[src/sv/m3d_pkg.sv]
package m3d_pkg;

  // geometry
  localparam int unsigned MAX_WIDTH = 1024;
  localparam int unsigned LINE_AW   = $clog2(MAX_WIDTH);
  localparam int unsigned CFG_AW    = 2;

  // configuration register indexes
  localparam logic [CFG_AW-1:0] REG_IMAGE_WIDTH    = 2'd0;
  localparam logic [CFG_AW-1:0] REG_IMAGE_HEIGHT   = 2'd1;
  localparam logic [CFG_AW-1:0] REG_INV_DEPTH_STEP = 2'd2;
  localparam logic [CFG_AW-1:0] REG_INV_DEPTH_MIN  = 2'd3;

  // reset values of the registers
  localparam logic [10:0] WIDTH_RESET  = 11'd640;
  localparam logic [11:0] HEIGHT_RESET = 12'd480;

  // input operation codes
  localparam logic OP_PIXEL = 1'b0;
  localparam logic OP_FLUSH = 1'b1;

  // queue between front and back
  localparam int unsigned QDEPTH = 2;
  localparam int unsigned QAW    = 1;

  // 1000 in Q.28
  localparam logic [37:0] DEPTH_NUM = 38'd268435456000;

  // median exchange network, split into two register stages
  localparam int unsigned NET_LEN   = 19;
  localparam int unsigned NET_SPLIT = 10;
  localparam int NET_A [NET_LEN] = '{1,4,7,0,3,6,1,4,7,0,5,4,3,1,2,4,4,6,4};
  localparam int NET_B [NET_LEN] = '{2,5,8,1,4,7,2,5,8,3,8,7,6,4,5,7,2,4,2};

  typedef logic [8:0][15:0] win_t;

  // one disparity on its way to the depth stage
  typedef struct packed {
    logic [15:0] disp;
    logic        last;
  } item_t;

  // compare-exchange on signed values
  function automatic win_t cmpx(win_t v, int i, int j);
    logic [15:0] a;
    logic [15:0] b;
    a = v[i];
    b = v[j];
    if ($signed(b) < $signed(a)) begin
      v[i] = b;
      v[j] = a;
    end
    return v;
  endfunction

  // first part of the network
  function automatic win_t med_stage_a(win_t v);
    win_t r;
    r = v;
    for (int k = 0; k < NET_SPLIT; k++) begin
      r = cmpx(r, NET_A[k], NET_B[k]);
    end
    return r;
  endfunction

  // remaining exchanges
  function automatic win_t med_stage_b(win_t v);
    win_t r;
    r = v;
    for (int k = NET_SPLIT; k < NET_LEN; k++) begin
      r = cmpx(r, NET_A[k], NET_B[k]);
    end
    return r;
  endfunction

endpackage

[src/sv/m3d_queue.sv]
module m3d_queue (
  input  logic           clk_i,
  input  logic           rst_ni,
  input  logic           push_i,
  input  m3d_pkg::item_t item_i,
  output logic           full_o,
  input  logic           pop_i,
  output m3d_pkg::item_t item_o,
  output logic           empty_o
);

  m3d_pkg::item_t           mem_q [m3d_pkg::QDEPTH];
  logic [m3d_pkg::QAW-1:0]  wptr_q, rptr_q;
  logic [m3d_pkg::QAW:0]    cnt_q;

  assign full_o  = (cnt_q == (m3d_pkg::QAW+1)'(m3d_pkg::QDEPTH));
  assign empty_o = (cnt_q == '0);
  assign item_o  = mem_q[rptr_q];

  // storage
  always_ff @(posedge clk_i) begin
    if (push_i) begin
      mem_q[wptr_q] <= item_i;
    end
  end

  // pointers and fill count
  always_ff @(posedge clk_i or negedge rst_ni) begin
    if (!rst_ni) begin
      wptr_q <= '0;
      rptr_q <= '0;
      cnt_q  <= '0;
    end else begin
      if (push_i) begin
        wptr_q <= wptr_q + 1'b1;
      end
      if (pop_i) begin
        rptr_q <= rptr_q + 1'b1;
      end
      cnt_q <= cnt_q + (m3d_pkg::QAW+1)'(push_i) - (m3d_pkg::QAW+1)'(pop_i);
    end
  end

`ifndef SYNTHESIS
  a_no_overflow: assert property (@(posedge clk_i) disable iff (!rst_ni)
    full_o |-> !push_i) else $error("queue push while full");
  a_no_underflow: assert property (@(posedge clk_i) disable iff (!rst_ni)
    empty_o |-> !pop_i) else $error("queue pop while empty");
  a_count_bound: assert property (@(posedge clk_i) disable iff (!rst_ni)
    cnt_q <= (m3d_pkg::QAW+1)'(m3d_pkg::QDEPTH)) else $error("queue count out of range");
`endif

endmodule

[config.mk]
export PLATFORM = sky130hd
export DESIGN_NAME = m3d_queue
export DESIGN_NICKNAME = d
export VERILOG_FILES = /design/src/sv/m3d_pkg.sv /design/src/sv/m3d_queue.sv
export SDC_FILE = /design/constraint.sdc
export NUM_CORES = 1
export LEC_CHECK = 0
export ABC_AREA = 1
export BUFFER_PORTS_ARGS = -buffer_cell sky130_fd_sc_hd__buf_2
export CAP_MARGIN = 20
export CORE_MARGIN = 4
export CORE_UTILIZATION = 38
export CTS_CLUSTER_SIZE = 8
export DETAILED_ROUTE_END_ITERATION = 6
export MAX_ROUTING_LAYER = met4
export PLACE_DENSITY = 0.67
export SYNTH_ARGS = -nofsm -noshare
export SYNTH_HDL_FRONTEND = slang
export SYNTH_SLANG_ARGS = --single-unit
[constraint.sdc]
create_clock -name clk_i -period 2.3 [get_ports clk_i]
set_clock_uncertainty 0.1 [all_clocks]
set_input_delay 0.23 -clock clk_i [delete_from_list [all_inputs] [get_ports clk_i]]
set_output_delay 0.23 -clock clk_i [all_outputs]
set_load 0.005 [all_outputs]
* After elaboration in Yosys (flattened, before gate mapping) *
Memory sizes are Yosys's and may differ from the RTL's.
Index checks and enable logic that the tools add are counted.

storage, ports and cells
  flip-flop bits (word level) = 4
  memory bits (writable) = 34
  input port bits = 21
  logic and storage cells = 12
  memories kept = 1

cells by class
  add/subtract/negate cells = 4
  equal/unequal tests = 1
  multiplexer cells = 2
  reduce and logical (&&, ||, !) cells = 1

memory list
  name   depth  width  rd ports  clocked after memory_dff  write ports  line             text
  mem_q  2      17     1         0                         1            m3d_queue.sv:12  m3d_pkg::item_t mem_q [m3d_pkg::QDEPTH];

operators by type and width
  operator                                     count
  1-bit adder (second input constant)          2
  2-bit by 1-bit adder with 2-bit output       1
  2-bit == test (second input constant)        1
  2-bit logical NOT                            1
  1-bit two-way mux                            2
  2-bit by 1-bit subtractor with 2-bit output  1

* Longest topological paths before layout *
  word-level depth = 2
  mapped depth = 7
  mapped depth without buffers = 7

* Worst setup path after synthesis *
No wires, ideal clock.

  kind = reg2reg
  start point = register wptr_q
  end point = memory mem_q[0][0] in the netlist's numbering (enable)
  library setup time = 0.391 ns
  arrival = 1.145 ns
  data required time = 1.809 ns
  slack = 0.664 ns
  cell stages (with the launch flop) = 2
  buffers on the path = 0
  clock period less this slack = 1.636 ns
  cells stage by stage = dfrtp_1 nor2_1

RTL lines
  element                 line             text
  start, declared         m3d_queue.sv:13  logic [m3d_pkg::QAW-1:0] wptr_q, rptr_q;
  start signal, assigned  m3d_queue.sv:35  wptr_q <= wptr_q + 1'b1;
  end, declared           m3d_queue.sv:12

No word-level cell before the write port.

==> flow_summary.ini <==
[outcome]
status = finished clean

[placed_design]
portBuffers = 39
dp.cells = 200
gp_congestion = 0.719
post-dp-hpwl_mm = 1.89

[clocking]
clock_latency_ns = 0.27
clkSlewWorstSetupHoldPaths_ns = 0.07
cts_root_buffer = clkbuf_8
numCtsBuffers = 5
cts.sinks = 38
cts_tree = yes
ctsResizeCount = 0
clock_path_buffers = 2
htree_num_levels = 2

[timing]
tightest_slew_ns = 0.651
finalSetupViolations = 0
period_minus_slack_ns = 1.52
rsz0062_at_grt = no
finalCritPeriodShare_pct = 66.3
fin_tns_setup_ns = 0
max_freq_mhz = 656
final-max-slew-violation-count = 0
whs_ns = 0.0399
finalHoldViolations = 0
relSlewSlack_pct = 56.5

[grt]
grt_pass1_vias = 942
met2_usage_pct = 20.6
grtUsageTotal_pct = 11.4
met3_usage_pct = 4.85
grt_busiest_layer = met2
grt_pass1_wl_mm = 4.28
grt_antenna_before_repair = 0
grt_max_degree = 20
grt_use_met1_pct = 11.1
grt_overflow = 0

[critical_path]
worstPathRequired_ns = 1.97
cp-end-kind = output port
start_kind = register
critPathMaxFanout = 19
crit_arrival_ns = 1.19
critPathKind = reg -> out

[finish]
nets = 183
n_fill_cell = 356
fin_cells = 209
diodes = 0
regArea_sq_um = 1120
drive_above_1_share_pct = 39.1
final_common_cell = buf_2
multiInputGateArea_sq_um = 279
area_growth_pct = 21.5
final_cell_mix = buf_2, edfxtp_1, inv_1

[synth]
syn_nets = 137
synth_area_per_cell_sq_um = 13.6
yosysUniqueCellTypes = 12
netlist_area_sq_um = 1550
ys_warn_count = 0
ys_seq_area_share_pct = 72.2
synth_cells = 114
yosys_register_bits = 38

[die]
ios = 40
die_w_microns = 71.9
core_sq_um = 3800
die_area_sq_um = 5170
die_h_microns = 71.9
initial_core_util_pct = 40.9
rows = 22

[drt]
drtIter0Drc = 45
wl_per_cell_microns = 12.2
ant_nets = 0
vias = 900
viasPerCell = 4.31
route.detailed.drc = 0
wl_mm = 2.54
dr.pass1.iters = 4

[worst_hold_path]
holdCritPathClass = in -> reg

[power]
peakVddDrop_uv = 571
power_density_nw_per_um2 = 1170
leakage_nw = 0.854

[job]
maxCapViolations = 0
[routing by layer]
layer	vias up	share of wire (%)
met5	-	0
met4	0	0.24
met3	2	6.5
met2	24	55
met1	410	39
li1	464	-
[path summary, 6_finish.rpt]
kind | end | depth (start not counted) | from | slack, ns
min in group asynchronous | cnt_q[1]$_DFF_PN0_ | 2 | rst_ni | 0.19
worst min register to register | wptr_q$_DFFE_PN0P_ | 1 | wptr_q$_DFFE_PN0P_ | 0.41
worst max register to register | mem_q[1][4]$_DFFE_PP_ | 2 | wptr_q$_DFFE_PN0P_ | 0.91
worst max-delay path | item_o[16] | 4 | rptr_q$_DFFE_PN0P_ | 0.78
max in group asynchronous | cnt_q[0]$_DFF_PN0_ | 2 | rst_ni | 1.79
worst min-delay path | mem_q[1][2]$_DFFE_PP_ | 1 | item_i[2] | 0.04
[cell type report]
type | instances | share of cell area [%]
clock inverter | 3 | 2.12
inverter | 24 | 4.77
timing repair buffer | 43 | 12.1
sequential | 38 | 59.4
clock buffer | 5 | 3.65
tap | 48 | 3.18
multi-input combinational | 48 | 14.8
[sequential cells by signal (all words and copies together), names as in the netlist]
register	cells
cnt_q	2
mem_q	34
rptr_q	1
wptr_q	1
[Yosys cell counts]
library cell	instances	area [sq um]
nand3_1	1	5.00
o21ai_2	13	114
inv_1	24	90.1
dfrtp_1	4	100
ha_1	2	25.0
buf_12	2	40.0
buf_6	2	22.5
edfxtp_1	34	1020
xor2_1	2	17.5
o21ai_0	4	20.0
nor2_1	3	11.3
nand2_1	23	86.3
[critical path: stages (launching register included)]
cell and delay, ns:
dfrtp_1 0.35, buf_4 0.27, nand2_1 0.10, o21ai_2 0.07, buf_2 0.13
[stage by stage]
| stage | instance area [sq um] | setup WS [ns] | utilization, % | total power (W) |
|---|---|---|---|---|
| floorplan | 1550 | 0.664 | - | 0.00150 |
| global placement | 1770 | 0.926 | 46.5 | 0.00166 |
| detailed placement | 1770 | 0.895 | 46.5 | 0.00170 |
| CTS | 1890 | 0.741 | 49.7 | 0.00224 |
| global route | 1890 | 0.661 | 49.7 | 0.00237 |
| finish | 1890 | 0.776 | 49.7 | 0.00220 |
[cells by family (layout without fill, tap and decap cells)]
kind of cell             after synthesis  in the layout  share of synthesized area, %
flip-flops                            38             38                          72.2
buffers and inverters                 28             75                          9.83
AO/OA/AOI/OAI                         17             17                          8.62
AND/OR/NAND/NOR                       27             27                          6.61
adder cells (fa/ha/maj)                2              2                          1.61
XOR/XNOR                               2              2                          1.13
[power by group]
part	switching [W]	leakage (nW)	internal [W]
Clock	0.000215	0.0579	0.000319
Combinational	0.000403	0.430	0.000285
Sequential	0.0000501	0.366	0.000927
Total	0.000669	0.854	0.00153
[timing repair]
| action | CTS | global route |
|---|---|---|
| buffers inserted | 0 | 0 |
| hold buffers | 1 | 0 |
| endpoints found under the hold margin | 4 | 0 |
Power figures use the tool's default switching activity.
