--- src/sv/m3d_pkg.sv ---
package m3d_pkg;

  // geometry
  localparam int unsigned MAX_WIDTH = 1024;
  localparam int unsigned LINE_AW   = $clog2(MAX_WIDTH);
  localparam int unsigned CFG_AW    = 2;

  // configuration register indexes
  localparam logic [CFG_AW-1:0] REG_IMAGE_WIDTH    = 2'd0;
  localparam logic [CFG_AW-1:0] REG_IMAGE_HEIGHT   = 2'd1;
  localparam logic [CFG_AW-1:0] REG_INV_DEPTH_STEP = 2'd2;
  localparam logic [CFG_AW-1:0] REG_INV_DEPTH_MIN  = 2'd3;

  // reset values of the registers
  localparam logic [10:0] WIDTH_RESET  = 11'd640;
  localparam logic [11:0] HEIGHT_RESET = 12'd480;

  // input operation codes
  localparam logic OP_PIXEL = 1'b0;
  localparam logic OP_FLUSH = 1'b1;

  // queue between front and back
  localparam int unsigned QDEPTH = 2;
  localparam int unsigned QAW    = 1;

  // 1000 in Q.28
  localparam logic [37:0] DEPTH_NUM = 38'd268435456000;

  // median exchange network, split into two register stages
  localparam int unsigned NET_LEN   = 19;
  localparam int unsigned NET_SPLIT = 10;
  localparam int NET_A [NET_LEN] = '{1,4,7,0,3,6,1,4,7,0,5,4,3,1,2,4,4,6,4};
  localparam int NET_B [NET_LEN] = '{2,5,8,1,4,7,2,5,8,3,8,7,6,4,5,7,2,4,2};

  typedef logic [8:0][15:0] win_t;

  // one disparity on its way to the depth stage
  typedef struct packed {
    logic [15:0] disp;
    logic        last;
  } item_t;

  // compare-exchange on signed values
  function automatic win_t cmpx(win_t v, int i, int j);
    logic [15:0] a;
    logic [15:0] b;
    a = v[i];
    b = v[j];
    if ($signed(b) < $signed(a)) begin
      v[i] = b;
      v[j] = a;
    end
    return v;
  endfunction

  // first part of the network
  function automatic win_t med_stage_a(win_t v);
    win_t r;
    r = v;
    for (int k = 0; k < NET_SPLIT; k++) begin
      r = cmpx(r, NET_A[k], NET_B[k]);
    end
    return r;
  endfunction

  // remaining exchanges
  function automatic win_t med_stage_b(win_t v);
    win_t r;
    r = v;
    for (int k = NET_SPLIT; k < NET_LEN; k++) begin
      r = cmpx(r, NET_A[k], NET_B[k]);
    end
    return r;
  endfunction

endpackage

--- src/sv/m3d_back.sv ---
module m3d_back (
  input  logic           clk_i,
  input  logic           rst_ni,
  input  logic [31:0]    inv_depth_step_i,
  input  logic [31:0]    inv_depth_min_i,
  input  logic           q_empty_i,
  input  m3d_pkg::item_t q_item_i,
  output logic           q_pop_o,
  output logic           out_valid_o,
  input  logic           out_pop_i,
  output logic [15:0]    depth_mm_o,
  output logic           last_of_frame_o
);

  localparam logic [2:0] B_IDLE = 3'd0;
  localparam logic [2:0] B_MUL  = 3'd1;
  localparam logic [2:0] B_DEN  = 3'd2;
  localparam logic [2:0] B_SAT  = 3'd3;
  localparam logic [2:0] B_DIV  = 3'd4;

  logic [2:0]  state_q, state_d;
  logic        ovalid_q, ovalid_d;
  logic [15:0] depth_q, depth_d;
  logic        olast_q, olast_d;
  logic [14:0] d_q, d_d;
  logic        last_q, last_d;
  logic [46:0] prod_q, prod_d;
  logic [47:0] den_q, den_d;
  logic [37:0] rem_q, rem_d;
  logic [62:0] dsh_q, dsh_d;
  logic [15:0] quo_q, quo_d;
  logic [3:0]  bit_q, bit_d;
  logic        fits;

  assign fits = {25'd0, rem_q} >= dsh_q;

  // depth sequencer: multiply, add, saturation test, restoring divide
  always_comb begin
    state_d  = state_q;
    ovalid_d = ovalid_q;
    depth_d  = depth_q;
    olast_d  = olast_q;
    d_d      = d_q;
    last_d   = last_q;
    prod_d   = prod_q;
    den_d    = den_q;
    rem_d    = rem_q;
    dsh_d    = dsh_q;
    quo_d    = quo_q;
    bit_d    = bit_q;
    q_pop_o  = 1'b0;
    if (out_pop_i && ovalid_q) begin
      ovalid_d = 1'b0;
    end
    unique case (state_q)
      B_IDLE: begin
        if (!q_empty_i && !ovalid_q) begin
          q_pop_o = 1'b1;
          if (q_item_i.disp[15]) begin
            ovalid_d = 1'b1;
            depth_d  = '0;
            olast_d  = q_item_i.last;
          end else begin
            d_d     = q_item_i.disp[14:0];
            last_d  = q_item_i.last;
            state_d = B_MUL;
          end
        end
      end
      B_MUL: begin
        prod_d  = {15'd0, inv_depth_step_i} * {32'd0, d_q};
        state_d = B_DEN;
      end
      B_DEN: begin
        den_d   = {1'b0, prod_q} + {12'd0, inv_depth_min_i, 4'd0};
        state_d = B_SAT;
      end
      B_SAT: begin
        if ({26'd0, m3d_pkg::DEPTH_NUM} >= {den_q, 16'd0}) begin
          ovalid_d = 1'b1;
          depth_d  = 16'hFFFF;
          olast_d  = last_q;
          state_d  = B_IDLE;
        end else begin
          rem_d   = m3d_pkg::DEPTH_NUM;
          dsh_d   = {den_q, 15'd0};
          quo_d   = '0;
          bit_d   = 4'd15;
          state_d = B_DIV;
        end
      end
      B_DIV: begin
        if (fits) begin
          rem_d = rem_q - dsh_q[37:0];
        end
        quo_d = {quo_q[14:0], fits};
        dsh_d = dsh_q >> 1;
        bit_d = bit_q - 4'd1;
        if (bit_q == '0) begin
          ovalid_d = 1'b1;
          depth_d  = {quo_q[14:0], fits};
          olast_d  = last_q;
          state_d  = B_IDLE;
        end
      end
      default: begin
        state_d = B_IDLE;
      end
    endcase
  end

  // control state
  always_ff @(posedge clk_i or negedge rst_ni) begin
    if (!rst_ni) begin
      state_q  <= B_IDLE;
      ovalid_q <= 1'b0;
    end else begin
      state_q  <= state_d;
      ovalid_q <= ovalid_d;
    end
  end

  // datapath
  always_ff @(posedge clk_i) begin
    depth_q <= depth_d;
    olast_q <= olast_d;
    d_q     <= d_d;
    last_q  <= last_d;
    prod_q  <= prod_d;
    den_q   <= den_d;
    rem_q   <= rem_d;
    dsh_q   <= dsh_d;
    quo_q   <= quo_d;
    bit_q   <= bit_d;
  end

  assign out_valid_o     = ovalid_q;
  assign depth_mm_o      = depth_q;
  assign last_of_frame_o = olast_q;

`ifndef SYNTHESIS
  a_pop_only_when_free: assert property (@(posedge clk_i) disable iff (!rst_ni)
    q_pop_o |-> (!ovalid_q && state_q == B_IDLE)) else $error("pop while busy");
  a_result_held: assert property (@(posedge clk_i) disable iff (!rst_ni)
    (ovalid_q && !out_pop_i) |=> (ovalid_q && $stable(depth_q))) else $error("result lost");
  a_busy_no_output: assert property (@(posedge clk_i) disable iff (!rst_ni)
    (state_q != B_IDLE) |-> !ovalid_q) else $error("output valid during divide");
`endif

endmodule

--- config.mk ---
export PLATFORM = sky130hd
export DESIGN_NAME = m3d_back
export DESIGN_NICKNAME = d
export VERILOG_FILES = /design/src/sv/m3d_pkg.sv /design/src/sv/m3d_back.sv
export SDC_FILE = /design/constraint.sdc
export NUM_CORES = 2
export LEC_CHECK = 0
export ABC_AREA = 1
export BUFFER_PORTS_ARGS = -buffer_cell sky130_fd_sc_hd__buf_2
export CAP_MARGIN = 20
export CORE_MARGIN = 3
export CORE_UTILIZATION = 55
export CTS_BUF_LIST = sky130_fd_sc_hd__clkbuf_2 sky130_fd_sc_hd__clkbuf_4 sky130_fd_sc_hd__clkbuf_8
export DETAILED_ROUTE_END_ITERATION = 7
export GPL_TIMING_DRIVEN = 0
export HOLD_SLACK_MARGIN = 0.06
export PLACE_DENSITY = 0.72
export REMOVE_ABC_BUFFERS = 1
export SLEW_MARGIN = 0
export SYNTH_ARGS = -nofsm -noshare
export SYNTH_HDL_FRONTEND = slang
export SYNTH_SLANG_ARGS = --single-unit
--- constraint.sdc ---
create_clock -name clk_i -period 9.1 [get_ports clk_i]
set_input_delay 0 -clock clk_i [delete_from_list [all_inputs] [get_ports clk_i]]
set_output_delay 0 -clock clk_i [all_outputs]
set_load 0.02 [all_outputs]
After elaboration in Yosys (flattened, before gate mapping)
Index checks and enable logic that the tools add are counted.

Flip-flop bits (word level): 252. Latch bits: 0. Bits in writable memories: 0. Bits in read-only memories: 0. Bits of input ports: 85. Output and inout bits: 19. Word-level logic and storage cells: 75. Memories kept: 0.

$add $sub $neg: 3. $mul: 1. Divide/modulo/power cells: 0. Order comparisons: 2. Equality and inequality tests: 11. Shift-type cells: 0. Muxes and demuxes: 32. Bitwise gates (word level): 1. Reduce and logical (&&, ||, !) cells: 13.

Operators with widths (count): 63-bit one-hot mux with 2 select lines (1); 38-bit 2-to-1 mux (2); 38-bit one-hot mux with 2 select lines (1); 38-bit by 64-bit >= comparator with 1-bit output (first input constant) (1); 16-bit 2-to-1 mux (4); 38-bit by 63-bit >= comparator with 1-bit output (1); 63-bit 2-to-1 mux (1); 47-bit by 36-bit adder with 48-bit output (1); 16-bit one-hot mux with 3 select lines (1); 32-bit by 15-bit multiplier with 47-bit output (1); 38-bit subtractor (1); 15-bit one-hot mux with 2 select lines (1); 15-bit 2-to-1 mux (1); 3-bit one-hot mux with 5 select lines (1); 2-bit inequality test (second input constant) (7); 3-bit 2-to-1 mux (4); 1-bit 2-to-1 mux (11); 3-bit AND reduction (3); 4-bit one-hot mux with 2 select lines (1); 3-bit by 2-bit == test with 1-bit output (second input constant) (2); 1-bit one-hot mux with 3 select lines (2); 5-bit AND reduction (1); 4-bit zero test (1); 4-bit 2-to-1 mux (1); 10 further kinds (12).

Longest topological paths before layout
Word-level depth: 5. Depth in mapped cells: 26. Gate-level depth less buffers: 25.

Worst setup path before layout
Ideal clock, no wire load.

Path kind: register to register. Start: register d_q[5]. End: register prod_q[41] (data pin). Library setup time: 0.252 ns. Arrival: 5.321 ns. Data required time: 8.848 ns. Setup slack: 3.527 ns. Stages on the path, launching flop included: 27. Path buffers: 1. Clock period less this slack: 5.573 ns. Path through: edfxtp_1 > clkbuf_1 > nand2_1 > inv_1 > fa_1 > inv_1 > fa_1 > inv_1 > fa_1 > inv_1 > fa_1 > inv_1 > fa_1 > inv_1 > fa_1 > inv_1 > ha_1 > a21oi_1 > nor2_1 > nor2_1 > o21ai_0 > nand3_1 > nand3_1 > nand2_1 > nand2_1 > nand2_1 > nand2_1.

Longest elaborated chain between the ends: 1.

Ends and longest elaborated chain: start: declaration (RTL line m3d_back.sv:25) `logic [14:0] d_q, d_d;`; start signal: assignment (RTL line m3d_back.sv:127) `d_q <= d_d;`; 32-bit by 15-bit multiplier with 47-bit output (RTL line m3d_back.sv:71) `prod_d = {15'd0, inv_depth_step_i} * {32'd0, d_q};`; end signal: assignment (RTL line m3d_back.sv:129) `prod_q <= prod_d;`; end: declaration (RTL line m3d_back.sv:27) `logic [46:0] prod_q, prod_d;`.

No other way between the ends. A chain may end at the register's enable or synchronous reset.

Worst setup path after layout
Start: register d_q[5]. End: register prod_q[37] (data pin).

Same word-level chain as after synthesis.

==> results.md <==
| Item | Reported | Unit |
|:---|:---|:---|
| Outcome | finished, final reports clean | - |
| Area of the die | 58,800 | sq um |
| Slowest cell on crit path | sky130_fd_sc_hd__edfxtp_1 | - |
| Reg2Reg Setup Slack | 2.68 | ns |
| Count of non-filler cells in the finished layout | 4,798 | - |
| Worst setup EP type | register | - |
| Number of top-level pins | 104 | - |
| Leading cell type in the layout, fill and taps excluded | sky130_fd_sc_hd__inv_1 | - |
| Deepest clock path buffer count | 3 | - |
| Via-per-instance ratio | 5.18 | - |
| Initial Utilization | 0.557 | - |
| Filler cell count in the final layout | 5,034 | - |
| Drt drc | 0 | - |
| Unrepaired setup endpoints after global routing | false | - |
| Synth Cell Area | 30,700 | sq um |
| Layout Area Growth over Synthesis | 9.67 | % |
| Clock insertion delay at the later pin of the skew report | 0.60 | ns |
| Number of optimization iterations in the first detailed-route pass | 6 | - |
| Final Max Tran Viols | 0 | - |
| Synth cell types | 48 | - |
| CP Max Fanout | 25 | - |
| Number of rows created at floorplan | 86 | - |
| Area of the multi-input gates | 19,100 | sq um |
| Cts bufs inserted | 41 | - |
| Half-perimeter wire length of the detailed placement result | 63,000 | um |
| Min Clock Period, post-route | 6.42 | ns |
| Hold Buf Count CTS | 56 | - |
| Remaining antenna violation count after routing | 0 | - |
| Drt first-iter violations | 1,502 | - |
| Total area of sequential cells | 7550 | sq um |
| Setup Crit Path Kind | register to register | - |
| Vias in the first global route | 26,100 | - |
| Dominant delay contributor by cell family on the critical path | adder cells | - |
| Count of vias placed by the detailed router | 24,900 | - |
| Critical Path AT | 6.74 | ns |
| First-pass GRT wire length | 129,000 | um |
| H-Tree Depth | 2 | - |
| Crit path largest cell delay | 0.60 | ns |
| Total count of hold-check failures in the final report | 0 | - |
| Clock sinks | 252 | - |
| Placed cells | 4,669 | - |
| Wire length after detailed routing | 76,900 | um |
| Slew at the pin with the worst max-slew slack | 0.884 | ns |
| Fraction of layout cells with a size suffix above 1 | 0.0652 | - |
| Commonest cells after routing, fill and taps aside | sky130_fd_sc_hd__inv_1 (984), sky130_fd_sc_hd__nand2_1 (971), sky130_fd_sc_hd__fa_1 (390), sky130_fd_sc_hd__nor2_1 (272), sky130_fd_sc_hd__edfxtp_1 (248) | - |
| Total gr overflow | 0 | - |
| Die Span Y | 242 | um |
| Hold path startpoint | q_item_i[15] | - |
| Fin Clk Skew | 0.0266 | ns |
| Number of post-CTS setup repair buffers | 0 | - |
| Startpoint of the worst setup timing path | d_q[5] | - |
| Die X-Extent | 242 | um |
| Final period util | 0.705 | - |
| Placer congestion estimate | 1.02 | - |
| Final design instance area without fill | 33,700 | sq um |
| Antenna violations before repair | 0 | - |
| Total cell area at the placement stage | 32,400 | sq um |
| N_diodes | 0 | - |
| Maximum number of pins on one net before global-route repair | 107 | - |
| Yosys top cell by area | sky130_fd_sc_hd__fa_1 | - |
| Yosys top cell area share | 0.254 | - |
| Count of warnings emitted by yosys | 0 | - |
| Post-cts sizing count | 0 | - |
| Required arrival time at the worst endpoint | 9.42 | ns |
| TritonCTS clock tree | built | - |
| Global router's overall resource usage | 0.269 | - |
| Clock root buffer master | sky130_fd_sc_hd__clkbuf_8 | - |
| Number of storage elements in the synthesis netlist | 252 | - |
| Hold slack | 0.119 | ns |
| Sequential-to-total area share from yosys stat | 0.246 | - |
| Startpoint type of the worst setup path | register | - |
| Startpoint of the lowest-slack register-to-register path | d_q[5] | - |
| Cell-by-cell listing of the critical path | buf_16 > nand2_1 > inv_1 > fa_1 > inv_1 > fa_1 > inv_1 > fa_1 > fa_1 > fa_1 > inv_1 > fa_1 > inv_1 > ha_1 > a21oi_1 > o21ai_0 > a21oi_1 > inv_1 > o21ai_0 > nand3_1 > nand2_1 > nand2_1 | - |
| Post-Synthesis Cells | 3,894 | - |
| HP Class | primary input to register | - |
| Maximum clock frequency | 0.156 | GHz |
| Relative slew slack | 0.410 | - |
| Count of nets after finishing | 4,677 | - |
| Area inside the core boundary | 55,200 | sq um |
| Avg Synthesized Cell Area | 7.89 | sq um |
| Avg WL per Cell | 16.0 | um |
| Register clock-pin slew on the reported worst setup and hold paths | 0.07 | ns |
| Number of buffer cells added on primary ports | 103 | - |
| Sum of negative setup slack | 0 | ns |
| Cells taking the most area after synthesis | sky130_fd_sc_hd__fa_1 (25%), sky130_fd_sc_hd__edfxtp_1 (24%), sky130_fd_sc_hd__inv_1 (12%) | - |
| Maximum capacitance violations | 0 | - |
| Buffering stage count on the worst path with inverters included | 7 | - |
| Number of failing setup endpoints in the final timing report | 0 | - |
==> worst paths after layout <==
check                                   to  cells after the start
worst min-delay path               d_q[14]                      2
max in group asynchronous       state_q[2]                      3
worst min register to register    den_q[3]                      0
min in group asynchronous       state_q[1]                      3
worst max-delay path            prod_q[37]                     22
worst max register to register  prod_q[37]                     22
==> kinds of logic after synthesis <==
| group | after synthesis | synth area share |
|---|---|---|
| xor gates and xnor gates | 62 | 0.0177 |
| AOI/OAI and AO/OA | 426 | 0.0766 |
| muxes | 1 | 0.000366 |
| adders and majority gates | 572 | 0.328 |
| buffers and inverters | 1091 | 0.134 |
| DFF | 252 | 0.246 |
| and+or+nand+nor | 1490 | 0.198 |
==> stage by stage <==
stage                      util  setup slack [ns]
after global placement    0.576           -0.0557
after floorplan               -              2.93
after global routing      0.611              2.40
after detailed placement  0.587              2.70
final                     0.611              2.68
after CTS                 0.611              2.69
==> cell type report <==
type,count,share of cell area
multi-input cells,2551,0.567
flip-flops and latches,252,0.224
inverters,993,0.111
repair buffers,181,0.0476
well taps,748,0.0278
clock buffers,54,0.0196
clock inverters,19,0.00330
==> state kept, by name (all words and copies together) (netlist names) <==
register	cells
prod_q	47
depth_mm_o	16
bit_q	4
last_q	1
rem_q	38
out_valid_o	1
den_q	48
state_q	3
last_of_frame_o	1
quo_q	15
dsh_q	63
d_q	15
==> synth_stat cells (all sizes together) <==
| cell | instances |
|---|---|
| o31ai | 1 |
| nand3 | 107 |
| and3 | 1 |
| nand2 | 991 |
| o21a | 17 |
| xnor2 | 19 |
| nor2 | 283 |
| dfrtp | 4 |
| or2 | 5 |
| xor2 | 43 |
| and2 | 5 |
| o21ai | 165 |
| o211ai | 5 |
| a31oi | 2 |
| a21boi | 6 |
| clkinv | 1 |
| a31o | 1 |
| inv | 992 |
| and3b | 1 |
| o21bai | 16 |
| mux2 | 1 |
| buf | 10 |
| nand4 | 37 |
| clkbuf | 88 |
| a21oi | 199 |
| edfxtp | 248 |
| nand3b | 7 |
| a21o | 10 |
| a211oi | 1 |
| nor3 | 39 |
| ha | 182 |
| fa | 390 |
| o22ai | 3 |
| nor4 | 14 |
==> metal layers <==
metal	up-vias	part of all wire	routed length [um]	GRT usage
li1	12100	-	-	-
met1	11900	0.41	31300	0.332
met2	660	0.51	39200	0.488
met3	190	0.044	3380	0.0237
met4	0	0.040	3120	0.105
met5	-	0	0	0
Power is left out: the tool's default activity adds up to more than one toggle a clock period on the data nets, which glitch-free logic cannot reach.
